### src/hdl/image_segment_partitioner_assert.svh
// Assertion macros for the segment partitioner
`ifndef IMAGE_SEGMENT_PARTITIONER_ASSERT_SVH
`define IMAGE_SEGMENT_PARTITIONER_ASSERT_SVH

// same-cycle implication, clocked on clk, off during reset
`define ISP_ASSERT_IMP(lbl, ante, cons, msg) \
    lbl: assert property (@(posedge clk) disable iff (!rst_n) (ante) |-> (cons)) \
        else $error(msg);

// next-cycle implication, clocked on clk, off during reset
`define ISP_ASSERT_NXT(lbl, ante, cons, msg) \
    lbl: assert property (@(posedge clk) disable iff (!rst_n) (ante) |=> (cons)) \
        else $error(msg);

`endif

### src/hdl/isp_pkg.sv
package isp_pkg;

    // fixed field widths
    localparam int DIM_W   = 16;
    localparam int OFF_W   = 32;
    localparam int IDX_W   = 5;
    localparam int CNT_W   = 6;   // segment counts up to 32
    localparam int RESULT_SLOTS = 32;

    // shared divider: dividend and divisor widths
    localparam int DIV_W   = 22;
    localparam int DSR_W   = 6;

    // job queue depth between front and back
    localparam int Q_DEPTH = 2;

    // status codes
    localparam logic STATUS_OK  = 1'b0;
    localparam logic STATUS_ERR = 1'b1;

    // one classified job with its partition geometry
    typedef struct packed {
        logic             err;
        logic [CNT_W-1:0] s;
        logic [CNT_W-1:0] r;
        logic [CNT_W-1:0] c;
        logic [CNT_W-1:0] rt;
        logic [DIM_W-1:0] xt;
        logic [DIM_W-1:0] ct0;
        logic [DIM_W-1:0] yt;
        logic [DIM_W-1:0] rt0;
        logic [DIM_W-1:0] xb;
        logic [DIM_W-1:0] cb0;
        logic [DIM_W-1:0] yb;
        logic [DIM_W-1:0] rb0;
    } job_t;

endpackage

### src/hdl/image_segment_partitioner.sv
// Image segment partitioner.
// Input channel (in_valid/in_ready) carries one job: image_width, image_height
// and segment_count. Output channel (out_valid/out_ready) returns one transfer
// per segment in raster order, top region first, with last set on the final
// one; a rejected job (zero, too many, or more segments than pixels) returns a
// single transfer with status set. cfg_wr_en/cfg_wr_data load row_stride.
// In the front a job goes through a check, a row search that adds at most one
// row per step, and up to six divisions on a shared one-bit-per-cycle divider.
// Per segment the back does the offset multiply, then the output load.
// A 2-entry job queue lets the front work on the next job as the back emits.
// in_ready is high only while the front is free. When the receiver stalls,
// the output register holds and the back stalls; the queue then fills and
// the front blocks on it. Reset clears all control state, empties the
// queue and sets row_stride to zero.
module image_segment_partitioner #(
    parameter int MAX_SEGMENTS = 32
) (
    input  logic                      clk,
    input  logic                      rst_n,
    input  logic                      cfg_wr_en,
    input  logic [isp_pkg::DIM_W-1:0] cfg_wr_data,
    input  logic                      in_valid,
    output logic                      in_ready,
    input  logic [isp_pkg::DIM_W-1:0] image_width,
    input  logic [isp_pkg::DIM_W-1:0] image_height,
    input  logic [isp_pkg::DIM_W-1:0] segment_count,
    output logic                      out_valid,
    input  logic                      out_ready,
    output logic                      status,
    output logic [isp_pkg::IDX_W-1:0] segment_index,
    output logic [isp_pkg::DIM_W-1:0] row_start,
    output logic [isp_pkg::DIM_W-1:0] col_start,
    output logic [isp_pkg::DIM_W-1:0] seg_width,
    output logic [isp_pkg::DIM_W-1:0] seg_height,
    output logic [isp_pkg::OFF_W-1:0] start_offset,
    output logic                      bottom_region,
    output logic                      last
);
    import isp_pkg::*;

`include "image_segment_partitioner_assert.svh"

    logic [DIM_W-1:0] row_stride_reg;
    logic             fj_valid, fj_ready;
    job_t             fj_data;
    logic             bj_valid, bj_ready;
    job_t             bj_data;

    // stride register
    always_ff @(posedge clk or negedge rst_n)
    begin
        if (!rst_n)
        begin
            row_stride_reg <= '0;
        end
        else if (cfg_wr_en)
        begin
            row_stride_reg <= cfg_wr_data;
        end
    end

    isp_front #(
        .MAX_SEGMENTS (MAX_SEGMENTS)
    ) u_front (
        .clk           (clk),
        .rst_n         (rst_n),
        .in_valid      (in_valid),
        .in_ready      (in_ready),
        .image_width   (image_width),
        .image_height  (image_height),
        .segment_count (segment_count),
        .job_valid     (fj_valid),
        .job_ready     (fj_ready),
        .job           (fj_data)
    );

    isp_fifo u_fifo (
        .clk      (clk),
        .rst_n    (rst_n),
        .wr_valid (fj_valid),
        .wr_ready (fj_ready),
        .wr_data  (fj_data),
        .rd_valid (bj_valid),
        .rd_ready (bj_ready),
        .rd_data  (bj_data)
    );

    isp_back u_back (
        .clk           (clk),
        .rst_n         (rst_n),
        .row_stride    (row_stride_reg),
        .job_valid     (bj_valid),
        .job_ready     (bj_ready),
        .job           (bj_data),
        .out_valid     (out_valid),
        .out_ready     (out_ready),
        .status        (status),
        .segment_index (segment_index),
        .row_start     (row_start),
        .col_start     (col_start),
        .seg_width     (seg_width),
        .seg_height    (seg_height),
        .start_offset  (start_offset),
        .bottom_region (bottom_region),
        .last          (last)
    );

    // error results are single and final
    `ISP_ASSERT_IMP(a_err_last, out_valid && status, last, "error result without last")
    `ISP_ASSERT_IMP(a_err_idx, out_valid && status, segment_index == '0,
                    "error result with nonzero index")
    // the front is busy right after taking a job
    `ISP_ASSERT_NXT(a_front_busy, in_valid && in_ready, !in_ready,
                    "front ready again right after a transfer")

endmodule

### src/hdl/isp_div.sv
module isp_div (
    input  logic                       clk,
    input  logic                       rst_n,
    input  logic                       start,
    input  logic [isp_pkg::DIV_W-1:0]  dividend,
    input  logic [isp_pkg::DSR_W-1:0]  divisor,
    output logic                       done,
    output logic [isp_pkg::DIV_W-1:0]  quotient
);
    import isp_pkg::*;

    localparam int CNT_BITS = $clog2(DIV_W + 1);

    logic                run_reg, run_next;
    logic                done_reg, done_next;
    logic [CNT_BITS-1:0] cnt_reg, cnt_next;
    logic [DSR_W-1:0]    dsr_reg, dsr_next;
    logic [DSR_W-1:0]    rem_reg, rem_next;
    logic [DIV_W-1:0]    quo_reg, quo_next;
    logic [DSR_W:0]      shifted;
    logic [DSR_W:0]      diff;
    logic                ge;

    // one restoring step per cycle
    always_comb
    begin
        shifted   = {rem_reg, quo_reg[DIV_W-1]};
        ge        = shifted >= {1'b0, dsr_reg};
        diff      = shifted - {1'b0, dsr_reg};
        run_next  = run_reg;
        done_next = 1'b0;
        cnt_next  = cnt_reg;
        dsr_next  = dsr_reg;
        rem_next  = rem_reg;
        quo_next  = quo_reg;
        if (start)
        begin
            run_next = 1'b1;
            cnt_next = CNT_BITS'(DIV_W);
            dsr_next = divisor;
            rem_next = '0;
            quo_next = dividend;
        end
        else if (run_reg)
        begin
            rem_next = ge ? diff[DSR_W-1:0] : shifted[DSR_W-1:0];
            quo_next = {quo_reg[DIV_W-2:0], ge};
            cnt_next = cnt_reg - CNT_BITS'(1);
            if (cnt_reg == CNT_BITS'(1))
            begin
                run_next  = 1'b0;
                done_next = 1'b1;
            end
        end
    end

    always_ff @(posedge clk or negedge rst_n)
    begin
        if (!rst_n)
        begin
            run_reg  <= 1'b0;
            done_reg <= 1'b0;
            cnt_reg  <= '0;
        end
        else
        begin
            run_reg  <= run_next;
            done_reg <= done_next;
            cnt_reg  <= cnt_next;
        end
    end

    always_ff @(posedge clk)
    begin
        dsr_reg <= dsr_next;
        rem_reg <= rem_next;
        quo_reg <= quo_next;
    end

    assign done     = done_reg;
    assign quotient = quo_reg;

endmodule

### src/hdl/isp_front.sv
module isp_front #(
    parameter int MAX_SEGMENTS = 32
) (
    input  logic                      clk,
    input  logic                      rst_n,
    input  logic                      in_valid,
    output logic                      in_ready,
    input  logic [isp_pkg::DIM_W-1:0] image_width,
    input  logic [isp_pkg::DIM_W-1:0] image_height,
    input  logic [isp_pkg::DIM_W-1:0] segment_count,
    output logic                      job_valid,
    input  logic                      job_ready,
    output isp_pkg::job_t             job
);
    import isp_pkg::*;

    localparam int SEG_LIMIT = (MAX_SEGMENTS < RESULT_SLOTS) ? MAX_SEGMENTS : RESULT_SLOTS;

    localparam logic [4:0] ST_IDLE = 5'd0;
    localparam logic [4:0] ST_CHK  = 5'd1;
    localparam logic [4:0] ST_PRE  = 5'd2;
    localparam logic [4:0] ST_SRCH = 5'd3;
    localparam logic [4:0] ST_DC   = 5'd4;
    localparam logic [4:0] ST_DCW  = 5'd5;
    localparam logic [4:0] ST_RT   = 5'd6;
    localparam logic [4:0] ST_CR   = 5'd7;
    localparam logic [4:0] ST_NUM  = 5'd8;
    localparam logic [4:0] ST_DQ   = 5'd9;
    localparam logic [4:0] ST_DQW  = 5'd10;
    localparam logic [4:0] ST_DX   = 5'd11;
    localparam logic [4:0] ST_DXW  = 5'd12;
    localparam logic [4:0] ST_DY   = 5'd13;
    localparam logic [4:0] ST_DYW  = 5'd14;
    localparam logic [4:0] ST_DXB  = 5'd15;
    localparam logic [4:0] ST_DXBW = 5'd16;
    localparam logic [4:0] ST_DYB  = 5'd17;
    localparam logic [4:0] ST_DYBW = 5'd18;
    localparam logic [4:0] ST_PUSH = 5'd19;

    logic [4:0]       state_reg, state_next;
    job_t             job_reg, job_next;
    logic [DIM_W-1:0] w_reg, w_next;
    logic [DIM_W-1:0] h_reg, h_next;
    logic [DIM_W-1:0] s_reg, s_next;
    logic [10:0]      rr_reg, rr_next;
    logic [21:0]      hs_reg, hs_next;
    logic [10:0]      cr_reg, cr_next;
    logic [DIV_W-1:0] num_reg, num_next;
    logic [DIM_W-1:0] ht_reg, ht_next;
    logic [DIM_W-1:0] hb_reg, hb_next;

    logic             div_start;
    logic [DIV_W-1:0] div_dividend;
    logic [DSR_W-1:0] div_divisor;
    logic             div_done;
    logic [DIV_W-1:0] quo;

    logic [31:0] wh;
    logic [21:0] sm1w;
    logic [26:0] rrw;
    logic [11:0] rtf;
    logic [27:0] hcr;
    logic [28:0] numf;
    logic [23:0] fix;
    logic [CNT_W-1:0] rb_rows;

    isp_div u_div (
        .clk      (clk),
        .rst_n    (rst_n),
        .start    (div_start),
        .dividend (div_dividend),
        .divisor  (div_divisor),
        .done     (div_done),
        .quotient (quo)
    );

    assign rb_rows = job_reg.r - job_reg.rt;

    // geometry sequencer
    always_comb
    begin
        state_next   = state_reg;
        job_next     = job_reg;
        w_next       = w_reg;
        h_next       = h_reg;
        s_next       = s_reg;
        rr_next      = rr_reg;
        hs_next      = hs_reg;
        cr_next      = cr_reg;
        num_next     = num_reg;
        ht_next      = ht_reg;
        hb_next      = hb_reg;
        div_start    = 1'b0;
        div_dividend = '0;
        div_divisor  = '0;
        wh   = 32'(w_reg) * 32'(h_reg);
        sm1w = 22'(job_reg.s - CNT_W'(1)) * 22'(w_reg);
        rrw  = 27'(rr_reg) * 27'(w_reg);
        rtf  = (12'(job_reg.c) + 12'd1) * 12'(job_reg.r) - 12'(job_reg.s);
        hcr  = 28'(h_reg) * 28'(cr_reg);
        numf = {hcr, 1'b0} + 29'(job_reg.s);
        fix  = '0;
        case (state_reg)
            ST_IDLE:
            begin
                if (in_valid)
                begin
                    w_next     = image_width;
                    h_next     = image_height;
                    s_next     = segment_count;
                    state_next = ST_CHK;
                end
            end
            // reject zero, too many, or more than pixels
            ST_CHK:
            begin
                job_next.s = s_reg[CNT_W-1:0];
                if (s_reg == '0 || s_reg > DIM_W'(SEG_LIMIT) || {16'b0, s_reg} > wh)
                begin
                    job_next.err = 1'b1;
                    state_next   = ST_PUSH;
                end
                else
                begin
                    job_next.err = 1'b0;
                    state_next   = ST_PRE;
                end
            end
            ST_PRE:
            begin
                hs_next = 22'(h_reg) * 22'(job_reg.s);
                if ({6'b0, h_reg} > sm1w)
                begin
                    job_next.r = job_reg.s;
                    state_next = ST_DC;
                end
                else
                begin
                    job_next.r = CNT_W'(1);
                    rr_next    = 11'd2;
                    state_next = ST_SRCH;
                end
            end
            // row count search, rr holds r*(r+1)
            ST_SRCH:
            begin
                if (job_reg.r < job_reg.s && rrw < {5'b0, hs_reg})
                begin
                    job_next.r = job_reg.r + CNT_W'(1);
                    rr_next    = rr_reg + {4'b0, job_reg.r + CNT_W'(1), 1'b0};
                end
                else
                begin
                    state_next = ST_DC;
                end
            end
            ST_DC:
            begin
                div_start    = 1'b1;
                div_dividend = DIV_W'(job_reg.s);
                div_divisor  = job_reg.r;
                state_next   = ST_DCW;
            end
            ST_DCW:
            begin
                if (div_done)
                begin
                    job_next.c = quo[CNT_W-1:0];
                    state_next = ST_RT;
                end
            end
            ST_RT:
            begin
                job_next.rt = rtf[CNT_W-1:0];
                state_next  = ST_CR;
            end
            ST_CR:
            begin
                cr_next    = 11'(job_reg.c) * 11'(job_reg.rt);
                state_next = ST_NUM;
            end
            ST_NUM:
            begin
                num_next   = numf[DIV_W:1];
                state_next = ST_DQ;
            end
            // top region height
            ST_DQ:
            begin
                div_start    = 1'b1;
                div_dividend = num_reg;
                div_divisor  = job_reg.s;
                state_next   = ST_DQW;
            end
            ST_DQW:
            begin
                if (div_done)
                begin
                    ht_next    = (quo > DIV_W'(job_reg.rt)) ? quo[DIM_W-1:0]
                                                            : DIM_W'(job_reg.rt);
                    state_next = ST_DX;
                end
            end
            ST_DX:
            begin
                div_start    = 1'b1;
                div_dividend = DIV_W'(w_reg);
                div_divisor  = job_reg.c;
                state_next   = ST_DXW;
            end
            ST_DXW:
            begin
                fix = 24'(17'(quo[DIM_W-1:0]) + 17'd1) * 24'(job_reg.c) - 24'(w_reg);
                if (div_done)
                begin
                    job_next.xt  = quo[DIM_W-1:0];
                    job_next.ct0 = fix[DIM_W-1:0];
                    state_next   = ST_DY;
                end
            end
            ST_DY:
            begin
                div_start    = 1'b1;
                div_dividend = DIV_W'(ht_reg);
                div_divisor  = job_reg.rt;
                state_next   = ST_DYW;
            end
            ST_DYW:
            begin
                fix = 24'(17'(quo[DIM_W-1:0]) + 17'd1) * 24'(job_reg.rt) - 24'(ht_reg);
                if (div_done)
                begin
                    job_next.yt  = quo[DIM_W-1:0];
                    job_next.rt0 = fix[DIM_W-1:0];
                    if (job_reg.rt < job_reg.r)
                    begin
                        state_next = ST_DXB;
                    end
                    else
                    begin
                        job_next.xb  = '0;
                        job_next.cb0 = '0;
                        job_next.yb  = '0;
                        job_next.rb0 = '0;
                        state_next   = ST_PUSH;
                    end
                end
            end
            // bottom region, one extra column
            ST_DXB:
            begin
                div_start    = 1'b1;
                div_dividend = DIV_W'(w_reg);
                div_divisor  = job_reg.c + CNT_W'(1);
                hb_next      = (h_reg > ht_reg) ? h_reg - ht_reg : '0;
                state_next   = ST_DXBW;
            end
            ST_DXBW:
            begin
                fix = 24'(17'(quo[DIM_W-1:0]) + 17'd1) * (24'(job_reg.c) + 24'd1)
                      - 24'(w_reg);
                if (div_done)
                begin
                    job_next.xb  = quo[DIM_W-1:0];
                    job_next.cb0 = fix[DIM_W-1:0];
                    state_next   = ST_DYB;
                end
            end
            ST_DYB:
            begin
                div_start    = 1'b1;
                div_dividend = DIV_W'(hb_reg);
                div_divisor  = rb_rows;
                state_next   = ST_DYBW;
            end
            ST_DYBW:
            begin
                fix = 24'(17'(quo[DIM_W-1:0]) + 17'd1) * 24'(rb_rows) - 24'(hb_reg);
                if (div_done)
                begin
                    job_next.yb  = quo[DIM_W-1:0];
                    job_next.rb0 = fix[DIM_W-1:0];
                    state_next   = ST_PUSH;
                end
            end
            ST_PUSH:
            begin
                if (job_ready)
                begin
                    state_next = ST_IDLE;
                end
            end
            default:
            begin
                state_next = ST_IDLE;
            end
        endcase
    end

    always_ff @(posedge clk or negedge rst_n)
    begin
        if (!rst_n)
        begin
            state_reg <= ST_IDLE;
        end
        else
        begin
            state_reg <= state_next;
        end
    end

    always_ff @(posedge clk)
    begin
        job_reg <= job_next;
        w_reg   <= w_next;
        h_reg   <= h_next;
        s_reg   <= s_next;
        rr_reg  <= rr_next;
        hs_reg  <= hs_next;
        cr_reg  <= cr_next;
        num_reg <= num_next;
        ht_reg  <= ht_next;
        hb_reg  <= hb_next;
    end

    assign in_ready  = (state_reg == ST_IDLE);
    assign job_valid = (state_reg == ST_PUSH);
    assign job       = job_reg;

endmodule

### src/hdl/isp_fifo.sv
module isp_fifo (
    input  logic          clk,
    input  logic          rst_n,
    input  logic          wr_valid,
    output logic          wr_ready,
    input  isp_pkg::job_t wr_data,
    output logic          rd_valid,
    input  logic          rd_ready,
    output isp_pkg::job_t rd_data
);
    import isp_pkg::*;

    localparam int PTR_W = (Q_DEPTH > 1) ? $clog2(Q_DEPTH) : 1;
    localparam int CT_W  = $clog2(Q_DEPTH + 1);

    job_t             mem [Q_DEPTH];
    logic [PTR_W-1:0] wptr_reg, wptr_next;
    logic [PTR_W-1:0] rptr_reg, rptr_next;
    logic [CT_W-1:0]  cnt_reg, cnt_next;
    logic             push, pop;

    assign wr_ready = (cnt_reg != CT_W'(Q_DEPTH));
    assign rd_valid = (cnt_reg != '0);
    assign push     = wr_valid && wr_ready;
    assign pop      = rd_valid && rd_ready;
    assign rd_data  = mem[rptr_reg];

    // pointer and fill bookkeeping
    always_comb
    begin
        wptr_next = wptr_reg;
        rptr_next = rptr_reg;
        cnt_next  = cnt_reg;
        if (push)
        begin
            wptr_next = (wptr_reg == PTR_W'(Q_DEPTH - 1)) ? '0 : wptr_reg + PTR_W'(1);
        end
        if (pop)
        begin
            rptr_next = (rptr_reg == PTR_W'(Q_DEPTH - 1)) ? '0 : rptr_reg + PTR_W'(1);
        end
        if (push && !pop)
        begin
            cnt_next = cnt_reg + CT_W'(1);
        end
        else if (pop && !push)
        begin
            cnt_next = cnt_reg - CT_W'(1);
        end
    end

    always_ff @(posedge clk or negedge rst_n)
    begin
        if (!rst_n)
        begin
            wptr_reg <= '0;
            rptr_reg <= '0;
            cnt_reg  <= '0;
        end
        else
        begin
            wptr_reg <= wptr_next;
            rptr_reg <= rptr_next;
            cnt_reg  <= cnt_next;
        end
    end

    always_ff @(posedge clk)
    begin
        if (push)
        begin
            mem[wptr_reg] <= wr_data;
        end
    end

endmodule

### src/hdl/isp_back.sv
module isp_back (
    input  logic                      clk,
    input  logic                      rst_n,
    input  logic [isp_pkg::DIM_W-1:0] row_stride,
    input  logic                      job_valid,
    output logic                      job_ready,
    input  isp_pkg::job_t             job,
    output logic                      out_valid,
    input  logic                      out_ready,
    output logic                      status,
    output logic [isp_pkg::IDX_W-1:0] segment_index,
    output logic [isp_pkg::DIM_W-1:0] row_start,
    output logic [isp_pkg::DIM_W-1:0] col_start,
    output logic [isp_pkg::DIM_W-1:0] seg_width,
    output logic [isp_pkg::DIM_W-1:0] seg_height,
    output logic [isp_pkg::OFF_W-1:0] start_offset,
    output logic                      bottom_region,
    output logic                      last
);
    import isp_pkg::*;

    localparam logic [1:0] B_IDLE = 2'd0;
    localparam logic [1:0] B_ERR  = 2'd1;
    localparam logic [1:0] B_MUL  = 2'd2;
    localparam logic [1:0] B_EMIT = 2'd3;

    logic [1:0]       state_reg, state_next;
    job_t             job_reg, job_next;
    logic [CNT_W-1:0] i_reg, i_next;
    logic [CNT_W-1:0] j_reg, j_next;
    logic [CNT_W-1:0] n_reg, n_next;
    logic             bot_reg, bot_next;
    logic [DIM_W-1:0] prow_reg, prow_next;
    logic [DIM_W-1:0] pcol_reg, pcol_next;
    logic [OFF_W-1:0] prod_reg, prod_next;

    logic             ov_reg, ov_next;
    logic             st_reg, st_next;
    logic [IDX_W-1:0] idx_reg, idx_next;
    logic [DIM_W-1:0] rs_reg, rs_next;
    logic [DIM_W-1:0] cs_reg, cs_next;
    logic [DIM_W-1:0] sw_reg, sw_next;
    logic [DIM_W-1:0] sh_reg, sh_next;
    logic [OFF_W-1:0] off_reg, off_next;
    logic             bo_reg, bo_next;
    logic             last_reg, last_next;

    logic             slot_free;
    logic [DIM_W-1:0] xw, cz, yh, rz, sw, sh;
    logic [CNT_W:0]   nrows, ncols;
    logic             is_last;

    assign slot_free = !ov_reg || out_ready;

    // region selection for the current walk position
    always_comb
    begin
        xw    = bot_reg ? job_reg.xb  : job_reg.xt;
        cz    = bot_reg ? job_reg.cb0 : job_reg.ct0;
        yh    = bot_reg ? job_reg.yb  : job_reg.yt;
        rz    = bot_reg ? job_reg.rb0 : job_reg.rt0;
        nrows = bot_reg ? (CNT_W+1)'(job_reg.r - job_reg.rt) : (CNT_W+1)'(job_reg.rt);
        ncols = (CNT_W+1)'(job_reg.c) + (CNT_W+1)'(bot_reg);
        sw    = xw + DIM_W'(DIM_W'(j_reg) >= cz);
        sh    = yh + DIM_W'(DIM_W'(i_reg) >= rz);
        is_last = ((CNT_W+1)'(n_reg) + (CNT_W+1)'(1)) == (CNT_W+1)'(job_reg.s);
    end

    // segment walker
    always_comb
    begin
        state_next = state_reg;
        job_next   = job_reg;
        i_next     = i_reg;
        j_next     = j_reg;
        n_next     = n_reg;
        bot_next   = bot_reg;
        prow_next  = prow_reg;
        pcol_next  = pcol_reg;
        prod_next  = prod_reg;
        ov_next    = ov_reg && !out_ready;
        st_next    = st_reg;
        idx_next   = idx_reg;
        rs_next    = rs_reg;
        cs_next    = cs_reg;
        sw_next    = sw_reg;
        sh_next    = sh_reg;
        off_next   = off_reg;
        bo_next    = bo_reg;
        last_next  = last_reg;
        job_ready  = 1'b0;
        case (state_reg)
            B_IDLE:
            begin
                job_ready = 1'b1;
                if (job_valid)
                begin
                    job_next   = job;
                    i_next     = '0;
                    j_next     = '0;
                    n_next     = '0;
                    bot_next   = 1'b0;
                    prow_next  = '0;
                    pcol_next  = '0;
                    state_next = job.err ? B_ERR : B_MUL;
                end
            end
            B_ERR:
            begin
                if (slot_free)
                begin
                    ov_next    = 1'b1;
                    st_next    = STATUS_ERR;
                    idx_next   = '0;
                    rs_next    = '0;
                    cs_next    = '0;
                    sw_next    = '0;
                    sh_next    = '0;
                    off_next   = '0;
                    bo_next    = 1'b0;
                    last_next  = 1'b1;
                    state_next = B_IDLE;
                end
            end
            B_MUL:
            begin
                prod_next  = OFF_W'(prow_reg) * OFF_W'(row_stride);
                state_next = B_EMIT;
            end
            B_EMIT:
            begin
                if (slot_free)
                begin
                    ov_next   = 1'b1;
                    st_next   = STATUS_OK;
                    idx_next  = n_reg[IDX_W-1:0];
                    rs_next   = prow_reg;
                    cs_next   = pcol_reg;
                    sw_next   = sw;
                    sh_next   = sh;
                    off_next  = prod_reg + OFF_W'(pcol_reg);
                    bo_next   = bot_reg;
                    last_next = is_last;
                    n_next    = n_reg + CNT_W'(1);
                    // step along the row, then down, then into the bottom region
                    if ((CNT_W+1)'(j_reg) + (CNT_W+1)'(1) == ncols)
                    begin
                        j_next    = '0;
                        pcol_next = '0;
                        prow_next = prow_reg + sh;
                        if ((CNT_W+1)'(i_reg) + (CNT_W+1)'(1) == nrows)
                        begin
                            i_next   = '0;
                            bot_next = 1'b1;
                        end
                        else
                        begin
                            i_next = i_reg + CNT_W'(1);
                        end
                    end
                    else
                    begin
                        j_next    = j_reg + CNT_W'(1);
                        pcol_next = pcol_reg + sw;
                    end
                    state_next = is_last ? B_IDLE : B_MUL;
                end
            end
            default:
            begin
                state_next = B_IDLE;
            end
        endcase
    end

    always_ff @(posedge clk or negedge rst_n)
    begin
        if (!rst_n)
        begin
            state_reg <= B_IDLE;
            ov_reg    <= 1'b0;
        end
        else
        begin
            state_reg <= state_next;
            ov_reg    <= ov_next;
        end
    end

    always_ff @(posedge clk)
    begin
        job_reg  <= job_next;
        i_reg    <= i_next;
        j_reg    <= j_next;
        n_reg    <= n_next;
        bot_reg  <= bot_next;
        prow_reg <= prow_next;
        pcol_reg <= pcol_next;
        prod_reg <= prod_next;
        st_reg   <= st_next;
        idx_reg  <= idx_next;
        rs_reg   <= rs_next;
        cs_reg   <= cs_next;
        sw_reg   <= sw_next;
        sh_reg   <= sh_next;
        off_reg  <= off_next;
        bo_reg   <= bo_next;
        last_reg <= last_next;
    end

    assign out_valid     = ov_reg;
    assign status        = st_reg;
    assign segment_index = idx_reg;
    assign row_start     = rs_reg;
    assign col_start     = cs_reg;
    assign seg_width     = sw_reg;
    assign seg_height    = sh_reg;
    assign start_offset  = off_reg;
    assign bottom_region = bo_reg;
    assign last          = last_reg;

endmodule
### config.mk
export PLATFORM = sky130hd
export DESIGN_NAME = image_segment_partitioner
export DESIGN_NICKNAME = d
export VERILOG_FILES = /design/src/hdl/isp_pkg.sv /design/src/hdl/image_segment_partitioner.sv /design/src/hdl/isp_div.sv /design/src/hdl/isp_front.sv /design/src/hdl/isp_fifo.sv /design/src/hdl/isp_back.sv
export VERILOG_INCLUDE_DIRS = /design/src /design/src/hdl
export SDC_FILE = /design/constraint.sdc
export NUM_CORES = 2
export LEC_CHECK = 0
export BUFFER_PORTS_ARGS = -buffer_cell sky130_fd_sc_hd__buf_2
export CAP_MARGIN = 20
export CELL_PAD_IN_SITES_DETAIL_PLACEMENT = 2
export CELL_PAD_IN_SITES_GLOBAL_PLACEMENT = 2
export CORE_AREA = 2 2 457 459
export DETAILED_ROUTE_END_ITERATION = 10
export DIE_AREA = 0 0 459 461
export PLACE_DENSITY = 0.8
export SLEW_MARGIN = 20
export SYNTH_ARGS = -nofsm -noshare
export SYNTH_HDL_FRONTEND = slang
export SYNTH_SLANG_ARGS = --single-unit
### constraint.sdc
create_clock -name clk -period 21 [get_ports clk]
set_input_delay 0 -clock clk [delete_from_list [all_inputs] [get_ports clk]]
set_output_delay 0 -clock clk [all_outputs]
set_load 0.01 [all_outputs]
==> reports/qor.yml <==
yosys:
  synth.top_cells.by_area: "edfxtp_1 (32%), fa_1 (24%), ha_1 (10%), inv_1 (5.4%), nand2_1 (4.3%)"
  ys_seq_area_share_pct: 33.36
  synth_fp_nets: 10270
  netlist_instances: 8399
  avgSynthCellArea_um2: 10.76
  syn_area_um2: 90400
  synth_most_common_cell: "inv_1"
  synth_edf_count: 971
  synth_top_area_share_pct: 32.25
  yosys_warnings: 0
  synth-async-reset-ratio_pct: 3.458
  synth_top_flop_cell: "edfxtp_1"
  synth_common_cells: "inv_1 (1291), fa_1 (1077), nand2_1 (1034)"
  synth_seq_cells: 1012
  synth_cell_types: 88
  yosysTopAreaCell: "edfxtp_1"
route:
  wl_per_cell_um: 30.85
  finalWirelength_um: 353100
  vias: 67070
  ant_nets: 0
  drc: 0
  drt_first_pass_iters: 9
  drtIter0Drc: 5043
  vias_per_cell: 5.860
grt:
  grt_pass1_vias: 79550
  grt_pass1_wl_um: 525600
  overflow: 0
  grt_max_degree: 148
  grt_antenna_before_repair: 17
  track_usage_pct: 33.58
place:
  dp.cells: 11080
  numPortBuffers: 174
  routabilityCongestion: 0.9018
  dpl.hpwl_um: 242200
sta:
  fin_skew_ns: 0.07237
  setup_viol: 0
  slew_viol_final: 0
  relSlewSlack_pct: 15.28
  period_minus_slack_ns: 9.557
  finalSetupTns_ns: 0
  rsz0062_at_grt: "no"
  tightest_slew_ns: 1.271
  hold_violations: 0
  fmax_ghz: 0.1046
  fin_crit_sh_pct: 45.51
  whs_ns: 0.08025
worst_setup_path:
  critPathTopFamily: "adder cells"
  cp_data_required_time_ns: 21.66
  r2r_start: "u_front.job[146]$_DFFE_PN_"
  critPathBufInv: 6
  reg2reg_to: "u_front.state_reg[0]$_DFFE_PN0P_"
  critPathMaxFanout: 35
  crit_top_cell: "fa_1"
  cp.arrival_ns: 10.21
  max_stage_delay_ns: 0.63
  start_kind: "register"
  worstRegToRegCells: 31
  rrSetupSlack_ns: 11.44
  crit_slowest_cell: "fa_1"
  crit_type: "reg2reg"
  end_kind: "register"
floorplan:
  die_w_um: 459
  chipHeight_um: 461
  initial_core_util_pct: 43.79
  core-area_um2: 206400
  boundaryPins: 175
  rows: 167
  dieArea_um2: 211600
cells_and_area:
  multi_input_area_um2: 54160
  regArea_um2: 30160
  fill_cells: 20770
  fin_nets: 10510
  layout-drive-gt1-share_pct: 8.895
  instances_no_fill: 11450
  flow.area_growth_from_synthesis_pct: 10.63
  largest_reg_flops: 306
cts:
  clockBufferDepth: 3
  cts_tree: "yes"
  clk_pin_slew_worst_paths_ns: 0.07
  clock_latency_ns: 0.83
  cts_hold_buf: 144
  htree_levels: 3
  cts_buffers: 118
  cts_resized: 0
  root_buffer: "clkbuf_16"
  post_cts_buffers: 0
  clock_sinks: 1012
run_status:
  status: "completed"
pwr:
  p_leak_uw: 0.04290
  peakVddDrop_mv: 0.1963
  total_power_uw: 8432
  power_density_nw_per_um2: 84.31
hold_path:
  holdPathStages: 2
  min_path_type: "in2reg"
  min_from: "image_height[5]"
  hold_end: "u_front.h_reg[5]$_DFFE_PP_"
job:
  maxCapViolations: 0
-- metrics by stage --
stage,area (um2),worst slack [ns],util [%]
floorplan,90400,4.554,-
global placement,94600,11.80,45.82
detailed placement,94610,11.48,45.83
CTS,99920,11.44,48.40
global route,99990,10.78,48.44
finish,100000,11.44,48.44
-- power breakdown --
group | total, uW | internal (uW) | switching (uW)
Combinational | 3730 | 1330 | 2410
Clock | 2140 | 1170 | 974
Sequential | 2560 | 2460 | 95.4
-- cells in the final DEF (no fill, tap or decap), drive strengths merged, types with 95 or more instances in the layout --
master | synthesis | routed
nand2 | 1035 | 1035
and3 | 95 | 95
clkbuf | 332 | 136
a21oi | 235 | 235
nor2b | 96 | 96
inv | 1293 | 1300
dlygate4sd3 | 0 | 144
buf | 27 | 333
xor2 | 166 | 166
edfxtp | 971 | 971
mux2 | 199 | 199
o21ai | 137 | 137
nor2 | 425 | 425
xnor2 | 284 | 284
and2 | 445 | 445
ha | 722 | 722
fa | 1077 | 1077
-- worst max path at each step --
stage | end | start | slack (ns) | cells past startpoint
floorplan | u_fifo.mem[0][0]$_DFFE_PP_ | u_front.state_reg[1]$_DFFE_PN0P_ | 4.55 | 4
global placement | u_front.rr_reg[10]$_SDFFCE_PN0P_ | u_front.job[146]$_DFFE_PN_ | 11.80 | 31
detailed placement | u_front.state_reg[0]$_DFFE_PN0P_ | u_front.job[146]$_DFFE_PN_ | 11.48 | 31
CTS | u_front.state_reg[0]$_DFFE_PN0P_ | u_front.job[146]$_DFFE_PN_ | 11.44 | 31
global route | u_front.rr_reg[5]$_SDFFCE_PN0P_ | u_front.job[146]$_DFFE_PN_ | 10.78 | 31
finish | u_front.state_reg[0]$_DFFE_PN0P_ | u_front.job[146]$_DFFE_PN_ | 11.44 | 31
-- kinds of logic (layout without fill, tap and decap cells) --
kind of cell / Yosys count / in the layout / synth area share [%]
other: 0 / 6 / 0
buffers and inverters: 1657 / 1993 / 6.908
xor gates and xnor gates: 450 / 450 / 4.360
AOI/OAI and AO/OA: 809 / 809 / 5.954
muxes: 236 / 236 / 2.889
DFF: 1012 / 1012 / 33.36
and+or+nand+nor: 2436 / 2436 / 12.69
adders and majority gates: 1799 / 1799 / 33.84
-- cell type report --
type | instances | share of cell area (%)
Clock inverter | 82 | 0.8257
Tap cell | 2704 | 3.383
Inverter | 1298 | 4.874
Antenna cell | 6 | 0.01501
Clock buffer | 136 | 3.041
Sequential cell | 1012 | 30.16
Multi-Input combinational cell | 5730 | 54.16
Timing Repair Buffer | 477 | 3.549
-- layer usage --
metal  routed length (um)  track usage, %  up-vias
met2               181500           60.29     2648
met5                  101               0        -
met3                19710           5.274     1190
li1                     -               -    27810
met1               126300           37.07    35410
met4                25450           21.03       10
Note: power is estimated with default switching activity, not from simulation.
